==> src/design/kwsc_pkg.sv <==
package kwsc_pkg;

  localparam int unsigned Letters = 26;
  localparam int unsigned IdxW    = 5;

  localparam logic [7:0] AsciiUpperA = 8'h41;
  localparam logic [7:0] AsciiUpperZ = 8'h5A;
  localparam logic [7:0] AsciiLowerA = 8'h61;
  localparam logic [7:0] AsciiLowerZ = 8'h7A;

  localparam logic [IdxW-1:0] LastIdx = IdxW'(Letters - 1);
  localparam logic [IdxW-1:0] NumIdx  = IdxW'(Letters);

  localparam logic [2:0] CmdKeyStart  = 3'd0;
  localparam logic [2:0] CmdKeyLetter = 3'd1;
  localparam logic [2:0] CmdKeyFinish = 3'd2;
  localparam logic [2:0] CmdEncrypt   = 3'd3;
  localparam logic [2:0] CmdDecrypt   = 3'd4;

  localparam logic [1:0] StOk       = 2'd0;
  localparam logic [1:0] StIgnored  = 2'd1;
  localparam logic [1:0] StNotReady = 2'd2;

  typedef struct packed {
    logic            valid;
    logic [IdxW-1:0] idx;
  } letter_t;

  // Case-folded alphabet position of an ASCII byte.
  function automatic letter_t letter_index(input logic [7:0] b);
    letter_t r;
    logic [7:0] d;
    r = '0;
    d = '0;
    if (b >= AsciiUpperA && b <= AsciiUpperZ) begin
      d       = b - AsciiUpperA;
      r.valid = 1'b1;
      r.idx   = d[IdxW-1:0];
    end else if (b >= AsciiLowerA && b <= AsciiLowerZ) begin
      d       = b - AsciiLowerA;
      r.valid = 1'b1;
      r.idx   = d[IdxW-1:0];
    end
    return r;
  endfunction

endpackage

==> src/design/kwsc_ram.sv <==
module kwsc_ram #(
  parameter int unsigned Depth = 26,
  parameter int unsigned Width = 5,
  localparam int unsigned AddrW = $clog2(Depth)
) (
  input  logic             clk_i,
  input  logic             we_i,
  input  logic [AddrW-1:0] waddr_i,
  input  logic [Width-1:0] wdata_i,
  input  logic             re_i,
  input  logic [AddrW-1:0] raddr_i,
  output logic [Width-1:0] rdata_o
);

  logic [Width-1:0] mem_q [Depth];
  logic [Width-1:0] rdata_q;

  always_ff @(posedge clk_i) begin
    if (we_i) begin
      mem_q[waddr_i] <= wdata_i;
    end
  end

  // read data holds until the next read
  always_ff @(posedge clk_i) begin
    if (re_i) begin
      rdata_q <= mem_q[raddr_i];
    end
  end

  assign rdata_o = rdata_q;

endmodule

==> src/design/keyword_substitution_cipher_top.sv <==
// Key start, key letter, unused codes and lookups on non-letters or before the key
// is ready: result in the cycle after accept. Lookup: one read of the map RAM, then
// the result register. Key finish walks all 26 entries. Lookups and key finish block
// input; otherwise one item per cycle while the output is not stalled.
// Reset (async, active low) clears used letters, fill slot, key-ready and the
// output valid; the map RAMs are not cleared and are fully written by key finish.
module keyword_substitution_cipher_top (
  input  logic       clk_i,
  input  logic       rst_ni,
  // slave side
  input  logic       s_axis_tvalid,
  output logic       s_axis_tready,
  input  logic [7:0] s_axis_tdata,   // [7:0] data_byte
  input  logic [2:0] s_axis_tuser,   // [2:0] cmd
  // master side
  output logic       m_axis_tvalid,
  input  logic       m_axis_tready,
  output logic [7:0] m_axis_tdata,   // [7:0] out_byte
  output logic [1:0] m_axis_tuser    // [1:0] status
);

  localparam int unsigned IdxW = kwsc_pkg::IdxW;

  typedef enum logic [1:0] {
    StIdle,
    StLookup,
    StFill
  } state_e;

  state_e state_q, state_d;

  // control state
  logic [kwsc_pkg::Letters-1:0] used_q, used_d;
  logic [IdxW-1:0]              fill_q, fill_d;
  logic                         ready_q, ready_d;
  logic [IdxW-1:0]              walk_q, walk_d;   // walk counter, reaches Letters
  logic                         dec_q, dec_d;     // pending lookup is a decrypt

  // output register
  logic       out_valid_q, out_valid_d;
  logic [7:0] out_byte_q, out_byte_d;
  logic [1:0] out_status_q, out_status_d;

  kwsc_pkg::letter_t li;
  logic              accept;
  logic              out_free;

  // map RAM ports; forward written at the fill slot, inverse at the letter
  logic            map_we;
  logic [IdxW-1:0] map_letter;
  logic            map_re;
  logic [IdxW-1:0] fwd_rdata;
  logic [IdxW-1:0] inv_rdata;
  logic [IdxW-1:0] lookup;

  assign li       = kwsc_pkg::letter_index(s_axis_tdata);
  assign out_free = !out_valid_q || m_axis_tready;
  assign s_axis_tready = (state_q == StIdle) && out_free;
  assign accept   = s_axis_tvalid && s_axis_tready;

  kwsc_ram #(
    .Depth (kwsc_pkg::Letters),
    .Width (IdxW)
  ) u_fwd_ram (
    .clk_i   (clk_i),
    .we_i    (map_we),
    .waddr_i (fill_q),
    .wdata_i (map_letter),
    .re_i    (map_re),
    .raddr_i (li.idx),
    .rdata_o (fwd_rdata)
  );

  kwsc_ram #(
    .Depth (kwsc_pkg::Letters),
    .Width (IdxW)
  ) u_inv_ram (
    .clk_i   (clk_i),
    .we_i    (map_we),
    .waddr_i (map_letter),
    .wdata_i (fill_q),
    .re_i    (map_re),
    .raddr_i (li.idx),
    .rdata_o (inv_rdata)
  );

  // out-of-range map entries read as the first letter
  assign lookup = dec_q ? inv_rdata : fwd_rdata;

  always_comb begin
    state_d      = state_q;
    used_d       = used_q;
    fill_d       = fill_q;
    ready_d      = ready_q;
    walk_d       = walk_q;
    dec_d        = dec_q;
    out_valid_d  = out_valid_q && !m_axis_tready;
    out_byte_d   = out_byte_q;
    out_status_d = out_status_q;
    map_we       = 1'b0;
    map_letter   = li.idx;
    map_re       = 1'b0;

    unique case (state_q)
      StIdle: begin
        if (accept) begin
          out_byte_d   = '0;
          out_status_d = kwsc_pkg::StOk;
          unique case (s_axis_tuser) inside
            kwsc_pkg::CmdKeyStart: begin
              used_d      = '0;
              fill_d      = '0;
              ready_d     = 1'b0;
              out_valid_d = 1'b1;
            end
            kwsc_pkg::CmdKeyLetter: begin
              out_valid_d = 1'b1;
              if (ready_q || !li.valid || used_q[li.idx]) begin
                out_status_d = kwsc_pkg::StIgnored;
              end else if (fill_q < kwsc_pkg::NumIdx) begin
                map_we          = 1'b1;
                used_d[li.idx]  = 1'b1;
                fill_d          = fill_q + 1'b1;
              end
            end
            kwsc_pkg::CmdKeyFinish: begin
              walk_d  = '0;
              state_d = StFill;
            end
            kwsc_pkg::CmdEncrypt, kwsc_pkg::CmdDecrypt: begin
              if (!ready_q) begin
                out_byte_d   = s_axis_tdata;
                out_status_d = kwsc_pkg::StNotReady;
                out_valid_d  = 1'b1;
              end else if (!li.valid) begin
                out_byte_d  = s_axis_tdata;
                out_valid_d = 1'b1;
              end else begin
                map_re  = 1'b1;
                dec_d   = (s_axis_tuser == kwsc_pkg::CmdDecrypt);
                state_d = StLookup;
              end
            end
            default: begin
              out_status_d = kwsc_pkg::StIgnored;
              out_valid_d  = 1'b1;
            end
          endcase
        end
      end

      StLookup: begin
        if (out_free) begin
          out_valid_d  = 1'b1;
          out_status_d = kwsc_pkg::StOk;
          out_byte_d   = (lookup > kwsc_pkg::LastIdx) ? kwsc_pkg::AsciiUpperA :
                         kwsc_pkg::AsciiUpperA + 8'(lookup);
          state_d      = StIdle;
        end
      end

      StFill: begin
        map_letter = walk_q;
        if (walk_q < kwsc_pkg::NumIdx) begin
          // append each unused letter in alphabetical order
          if (!used_q[walk_q] && fill_q < kwsc_pkg::NumIdx) begin
            map_we         = 1'b1;
            used_d[walk_q] = 1'b1;
            fill_d         = fill_q + 1'b1;
          end
          walk_d = walk_q + 1'b1;
        end else if (out_free) begin
          ready_d      = 1'b1;
          out_valid_d  = 1'b1;
          out_byte_d   = '0;
          out_status_d = kwsc_pkg::StOk;
          state_d      = StIdle;
        end
      end

      default: state_d = StIdle;
    endcase
  end

  always_ff @(posedge clk_i or negedge rst_ni) begin
    if (!rst_ni) begin
      state_q     <= StIdle;
      used_q      <= '0;
      fill_q      <= '0;
      ready_q     <= 1'b0;
      walk_q      <= '0;
      dec_q       <= 1'b0;
      out_valid_q <= 1'b0;
    end else begin
      state_q     <= state_d;
      used_q      <= used_d;
      fill_q      <= fill_d;
      ready_q     <= ready_d;
      walk_q      <= walk_d;
      dec_q       <= dec_d;
      out_valid_q <= out_valid_d;
    end
  end

  always_ff @(posedge clk_i) begin
    out_byte_q   <= out_byte_d;
    out_status_q <= out_status_d;
  end

  assign m_axis_tvalid = out_valid_q;
  assign m_axis_tdata  = out_byte_q;
  assign m_axis_tuser  = out_status_q;

endmodule

==> config.mk <==
export PLATFORM = sky130hd
export DESIGN_NAME = keyword_substitution_cipher_top
export DESIGN_NICKNAME = d
export VERILOG_FILES = /design/src/design/kwsc_pkg.sv /design/src/design/kwsc_ram.sv /design/src/design/keyword_substitution_cipher_top.sv
export SDC_FILE = /design/constraint.sdc
export NUM_CORES = 1
export LEC_CHECK = 0
export ABC_AREA = 1
export BUFFER_PORTS_ARGS = -buffer_cell sky130_fd_sc_hd__clkbuf_2
export CAP_MARGIN = 20
export CORE_UTILIZATION = 55
export DETAILED_ROUTE_END_ITERATION = 12
export PLACE_DENSITY = 0.7
export SYNTH_ARGS = -nofsm -noshare
export SYNTH_HDL_FRONTEND = slang
export SYNTH_SLANG_ARGS = --single-unit
==> constraint.sdc <==
create_clock -name clk_i -period 3.6 [get_ports clk_i]
set_input_delay 0.18 -clock clk_i [delete_from_list [all_inputs] [get_ports clk_i]]
set_output_delay 0.18 -clock clk_i [all_outputs]
set_load 0.05 [all_outputs]
**Word-level counts from Yosys, hierarchy flattened**

Memories as Yosys holds them, arrays and structs flattened. A register that Yosys moved wholly into a read port is not among the register bits.
Index checks and enable logic that the tools add are counted.

- Bits in registers: 51
- Bits in writable memories: 260
- Input bits: 15
- Output and inout port bits: 12
- Word-level logic and storage cells: 156
- Memories kept: 2

- $add $sub $neg: 5
- Magnitude comparators: 11
- Equality and inequality tests: 20
- Muxes and demuxes: 79
- Bitwise logic cells: 2
- Reductions and logical operators: 28

Memory list:

| memory | words | width | read ports | clocked after memory_dff | write ports | line | text |
|---|---|---|---|---|---|---|---|
| u_fwd_ram.mem_q | 26 | 5 | 1 | 1 | 1 | kwsc_ram.sv:15 | `logic [Width-1:0] mem_q [Depth];` |
| u_inv_ram.mem_q | 26 | 5 | 1 | 1 | 1 | kwsc_ram.sv:15 |  |

Operators with widths:

| cell | number |
|---|---|
| $mux 26 | 5 |
| $pmux 26 s2 | 2 |
| $mux 8 | 8 |
| $or 26x26->26 | 2 |
| $mux 5 | 10 |
| $pmux 5 s2 | 3 |
| $mux 1 | 27 |
| $pmux 8 s3 | 1 |
| $reduce_and 5->1 | 4 |
| $mux 2 | 9 |
| $pmux 2 s3 | 3 |
| $ge 8x7->1 const B | 2 |
| $le 8x7->1 const B | 2 |
| $lt 5x6->1 const B | 2 |
| $mux 6 | 2 |
| $ne 2x2->1 const B | 6 |
| $add 5x1->5 const B | 2 |
| $bmux 1 s5 | 2 |
| $demux 1 s5 | 2 |
| $ge 5x1->1 const B | 2 |
| $lt 5x5->1 const B | 2 |
| $sub 5x1->5 const B | 2 |
| $ne 3x3->1 const B | 3 |
| $add 7x5->8 const A | 1 |
| 23 further kinds | 41 |

**Depth between registers and ports, before layout**

- Depth after elaboration: 14
- Depth in mapped cells: 23

**By module**

A second synthesis with hierarchy kept.

- Cells, all modules: 1,671
- Area, all modules: 15,608.7 um2

By module, submodules not included:

| module | instances | cells each | area each (um2) |
|---|---|---|---|
| kwsc_ram | 2 | 516 | 5,713.0 |
| keyword_substitution_cipher_top | 1 | 639 | 4,182.8 |

**Least setup slack after synthesis**

OpenSTA, ideal clock, no wires.

- Path type: register -> register
- Start point: register state_q[0]
- End point: memory u_inv_ram.mem_q[2][0], enable pin
- Arrival time: 2.935 ns
- Required time: 3.249 ns
- Setup slack: 0.314 ns
- Cell stages (with the launch flop): 10
- Path buffers: 1
- Period minus slack after synthesis: 3.286 ns
- Path through: dfrtp_1 -> inv_1 -> ha_1 -> inv_1 -> clkbuf_1 -> o21ai_0 -> inv_1 -> nor2_1 -> nand3_1 -> a21oi_1

- Elaborated cells on any way between the ends: 9
- Classes of those cells: eq/ne (1); mux (5); reduce/logical (3)

RTL lines:

| element | line | text |
|---|---|---|
| from (decl) | keyword_substitution_cipher_top.sv:30 | `state_e state_q, state_d;` |
| from (signal assigned) | keyword_substitution_cipher_top.sv:187 | `state_q <= StIdle;` |
| from (signal assigned) | keyword_substitution_cipher_top.sv:195 | `state_q <= state_d;` |
| $eq 2x2->1 | keyword_substitution_cipher_top.sv:104 | `unique case (state_q)` |
| $mux 5 | keyword_substitution_cipher_top.sv:104 |  |
| via map_letter[1] | keyword_substitution_cipher_top.sv:50 | `logic [IdxW-1:0] map_letter;` |
| to (decl) | kwsc_ram.sv:15 |  |

The timed path passes the listed nets, and every way through them passes these cells.

**Worst setup path in the final report**

- Start point: input port s_axis_tdata[5]
- End point: memory u_fwd_ram.mem_q[5][3], enable pin

- Longest elaborated chain between the ends: 13
- Elaborated cells on any way between the ends: 19
- Classes of those cells: order compare (4); mux (10); reduce/logical (5)

RTL lines:

| element | line | text |
|---|---|---|
| from (decl) | keyword_substitution_cipher_top.sv:13 | `input logic [7:0] s_axis_tdata,` |
| $ge 8x7->1 / $le 8x7->1 (equally long branches) | kwsc_pkg.sv:39 | `end else if (b >= AsciiLowerA && b <= AsciiLowerZ) begin` |
| $logic_and 1x1->1 | kwsc_pkg.sv:39 |  |
| $mux 6 | kwsc_pkg.sv:39 |  |
| $mux 6 (*) | kwsc_pkg.sv:35 | `if (b >= AsciiUpperA && b <= AsciiUpperZ) begin` |
| $bmux 1 s5 / $logic_not 1->1 (equally long branches) | -- |  |
| $mux 1 (implied by the code) / $logic_or 1x1->1 (equally long branches) | keyword_substitution_cipher_top.sv:118 | `if (ready_q \|\| !li.valid \|\| used_q[li.idx]) begin` |
| $logic_or 1x1->1 (*) | keyword_substitution_cipher_top.sv:118 |  |
| $mux 1 (*) | keyword_substitution_cipher_top.sv:118 |  |
| $mux 1 (*) | keyword_substitution_cipher_top.sv:109 | `unique case (s_axis_tuser) inside` |
| $mux 1 (*) | keyword_substitution_cipher_top.sv:106 | `if (accept) begin` |
| $pmux 1 s2 (*) | keyword_substitution_cipher_top.sv:104 |  |
| $mux 1 (*) | kwsc_ram.sv:19 | `if (we_i) begin` |
| $mux 1 (implied by the code) (*) | kwsc_ram.sv:20 | `mem_q[waddr_i] <= wdata_i;` |
| to (decl) | kwsc_ram.sv:15 |  |

Mark *: on every way between the ends. The rest lies on a longest branch, timed or not. The select of a mux whose other input is x is not followed.

==> results.toml <==
[pwr]
p_switching_mw = 3.39
p_total_mw = 10.5
pwr-share-seq_pct = 44.0
p_int_mw = 7.08
powerDensity_nw_per_um2 = 637
max-vdd-ir-drop_mv = 0.469
p_clk_share_pct = 33.6
power.leakage_nw = 6.21
swShare_pct = 32.4
combPwrFrac_pct = 22.3

[die]
boundaryPins = 27
dieWidth_um = 165
start_util_pct = 56.0
coreArea_sq_um = 26000
rows = 59
die_area_sq_um = 27100
dieHeight_um = 165

[timing]
clock_skew_ns = 0.0180
rsz0062_at_grt = "no"
fin_ws_ns = 0.418
setup_viol = 0
relSlewSlack_pct = 45.2
hold_ws_ns = 0.0198
slew_violations = 0
fmax_mhz = 314
tightest_slew_ns = 0.822
hold_viol = 0
fin_crit_ns = 3.18
post-route-period-util_pct = 88.4
fin_setup_tns_ns = 0

[clock_network]
cts_tree = "done"
cts_sinks = 321
clk_pin_slew_ns = 0.06
clk_path_buf_depth = 3
cts_buffers = 35
root_buffer = "clkbuf_16"
clk-insertion-delay-late_ns = 0.53
post_cts_buffers = 0
htreeDepth = 2

[setup_path]
crit_type = "in -> reg"
cp.required_ns = 3.76
end_kind = "flip-flop"
cp_max_fo = 19
timing.rr.start = "walk_q[1]"
arrival_ns = 3.35
cp-startpoint = "s_axis_tdata[5]"
crit_path_start_kind = "input port"
regToRegSetupSlack_ns = 0.43

[layout]
final_common_cell = "edfxtp_1"
layout.nets = 1399
area_growth_pct = 12.9
drive_gt1_share_pct = 12.8
layout_common_cells = "edfxtp_1, nand2_1, a22oi_1"
fillers = 2046
diodes = 0

[min_path]
min-delay-start = "s_axis_tdata[6]"
hold_path.class = "in -> reg"

[synth]
synth-edff-count = 280
synthDistinctLibCells = 46
yosysWarnings = 0
async_reset_ff_share_pct = 12.8
synth-seq-area-share_pct = 64.8
synth_area_sq_um = 14600
synthCells = 1312
avgSynthCellArea_sq_um = 11.1
synth_ff_type = "edfxtp_1"
ys_seq_elements = 321
syn_nets = 1344

[route]
firstDrtPassIters = 5
dr_total_vias = 10700
ant_nets = 0
drt-initial-drc-count = 1231
drt-total-wl_um = 38200
wl_per_cell_um = 22.1
post_drt_via_cell_ratio = 6.19
drc = 0

[grt]
antenna_found_initial = 0
grt_max_degree = 68
grtUsageTotal_pct = 29.1
grt_overflow = 0
grt_first_pass_wirelength_um = 58600
grt_pass1_vias = 10100

[placement]
dp_hpwl_um = 24700
place.gp.congestion = 0.960
portBuffers = 26
pre_cts_ws_ns = 0.0789

[run]
cap_violations = 0

[run_status]
status = "finished clean"
==> what timing repair did <==
| item | in CTS | in global routing |
|---|---|---|
| hold endpoints to repair | 44 | 0 |
| resized for setup | 0 | 0 |
| hold buffers | 5 | 0 |
==> metal layers <==
| layer | vias up | part of all wire (%) | track usage (%) |
|---|---|---|---|
| li1 | 4840 | - | - |
| met1 | 5189 | 41 | 40.7 |
| met2 | 570 | 47 | 46.6 |
| met3 | 93 | 8.4 | 4.27 |
| met4 | 0 | 3.0 | 10.0 |
| met5 | - | 0 | 0 |
==> Yosys cell counts, types with 3 or more instances <==
cell type	count	share of area, %
a22oi_1	121	6.2
o21ai_0	71	2.4
nor3_2	3	0.21
ha_1	17	1.5
xnor2_1	4	0.24
or2_2	5	0.21
nand2_4	3	0.23
nand3_2	3	0.21
buf_6	5	0.39
edfxtp_1	280	58
nand2_1	244	6.3
nor2_2	5	0.21
o21ai_1	4	0.14
nor3_1	16	0.55
a21oi_1	87	3.0
inv_1	85	2.2
xor2_1	4	0.24
nand4_1	14	0.60
nor2_1	123	3.2
o22ai_1	11	0.47
a211oi_1	14	0.72
clkbuf_1	28	0.72
nand2_2	10	0.43
o21a_1	4	0.21
nand3_1	58	2.0
dfrtp_1	41	7.1
inv_2	5	0.13
buf_2	23	0.79
==> stage by stage <==
step	util [%]	cell area (sq um)	instances
2_1_floorplan	-	14600	1312
3_3_place_gp	58.6	15200	1660
3_5_place_dp	58.6	15200	1660
4_1_cts	63.2	16400	1728
5_1_grt	63.2	16400	1728
6_report	63.2	16400	1728
==> state kept, by name, summed over array words and instances, names as in the netlist, 2 cells and up <==
signal and cells:
u_fwd_ram.mem_q 130, u_inv_ram.mem_q 130, used_q 26, m_axis_tdata 8, fill_q 5, u_fwd_ram.rdata_o 5
u_inv_ram.rdata_o 5, walk_q 5, m_axis_tuser 2, state_q 2
==> final timing paths <==
| path | to | depth (start not counted) |
|---|---|---|
| min reg2reg | used_q[24] | 2 |
| min in group asynchronous | state_q[0] | 3 |
| max | u_fwd_ram.mem_q[5][3] | 19 |
| min | m_axis_tdata[6] | 3 |
| max reg2reg | u_fwd_ram.mem_q[5][3] | 9 |
| max in group asynchronous | fill_q[3] | 3 |
==> power by group through the flow <==
stage / Sequential [mW] / Combinational [mW] / Clock [mW]
floorplan: 4.90 / 1.35 / 0
CTS: 4.60 / 2.30 / 3.56
global route: 4.63 / 2.53 / 3.70
finish: 4.61 / 2.34 / 3.52
detailed placement: 4.67 / 2.29 / 0
global placement: 4.67 / 2.26 / 0
==> worst max-delay path, stage by stage <==
cell,delay (ns)
dlygate4sd3_1,0.54
clkbuf_2,0.13
inv_1,0.07
nand2_1,0.06
nand3_2,0.07
nand2_2,0.07
nand2_4,0.18
nand3_4,0.26
nand2_1,0.13
nand2_1,0.05
nand2_1,0.06
nand2_1,0.06
nand2_1,0.06
nand2_1,0.05
nor2_2,0.15
nand4_2,0.15
nand2_2,0.28
nand2_1,0.32
nor2_1,0.46
==> kinds of logic (layout without fill, tap and decap cells) <==
logic type / Yosys count / count (layout) / share of synthesized area, %
AOI/OAI and AO/OA: 320 / 320 / 13.7
xor gates and xnor gates: 8 / 8 / 0.481
adders and majority gates: 17 / 17 / 1.46
buffers and inverters: 150 / 231 / 4.36
DFF: 321 / 321 / 64.8
muxes: 1 / 1 / 0.0688
and+or+nand+nor: 495 / 495 / 15.1
==> area by class of cell <==
type | count | area [sq um] | area share [%]
flip-flops and latches | 321 | 9430 | 57.4
multi-input cells | 841 | 4530 | 27.6
clock buffers | 39 | 901 | 5.48
repair buffers | 76 | 556 | 3.38
well taps | 335 | 419 | 2.55
inverters | 92 | 350 | 2.13
clock inverters | 24 | 241 | 1.47
Power figures use the tool's default switching activity.
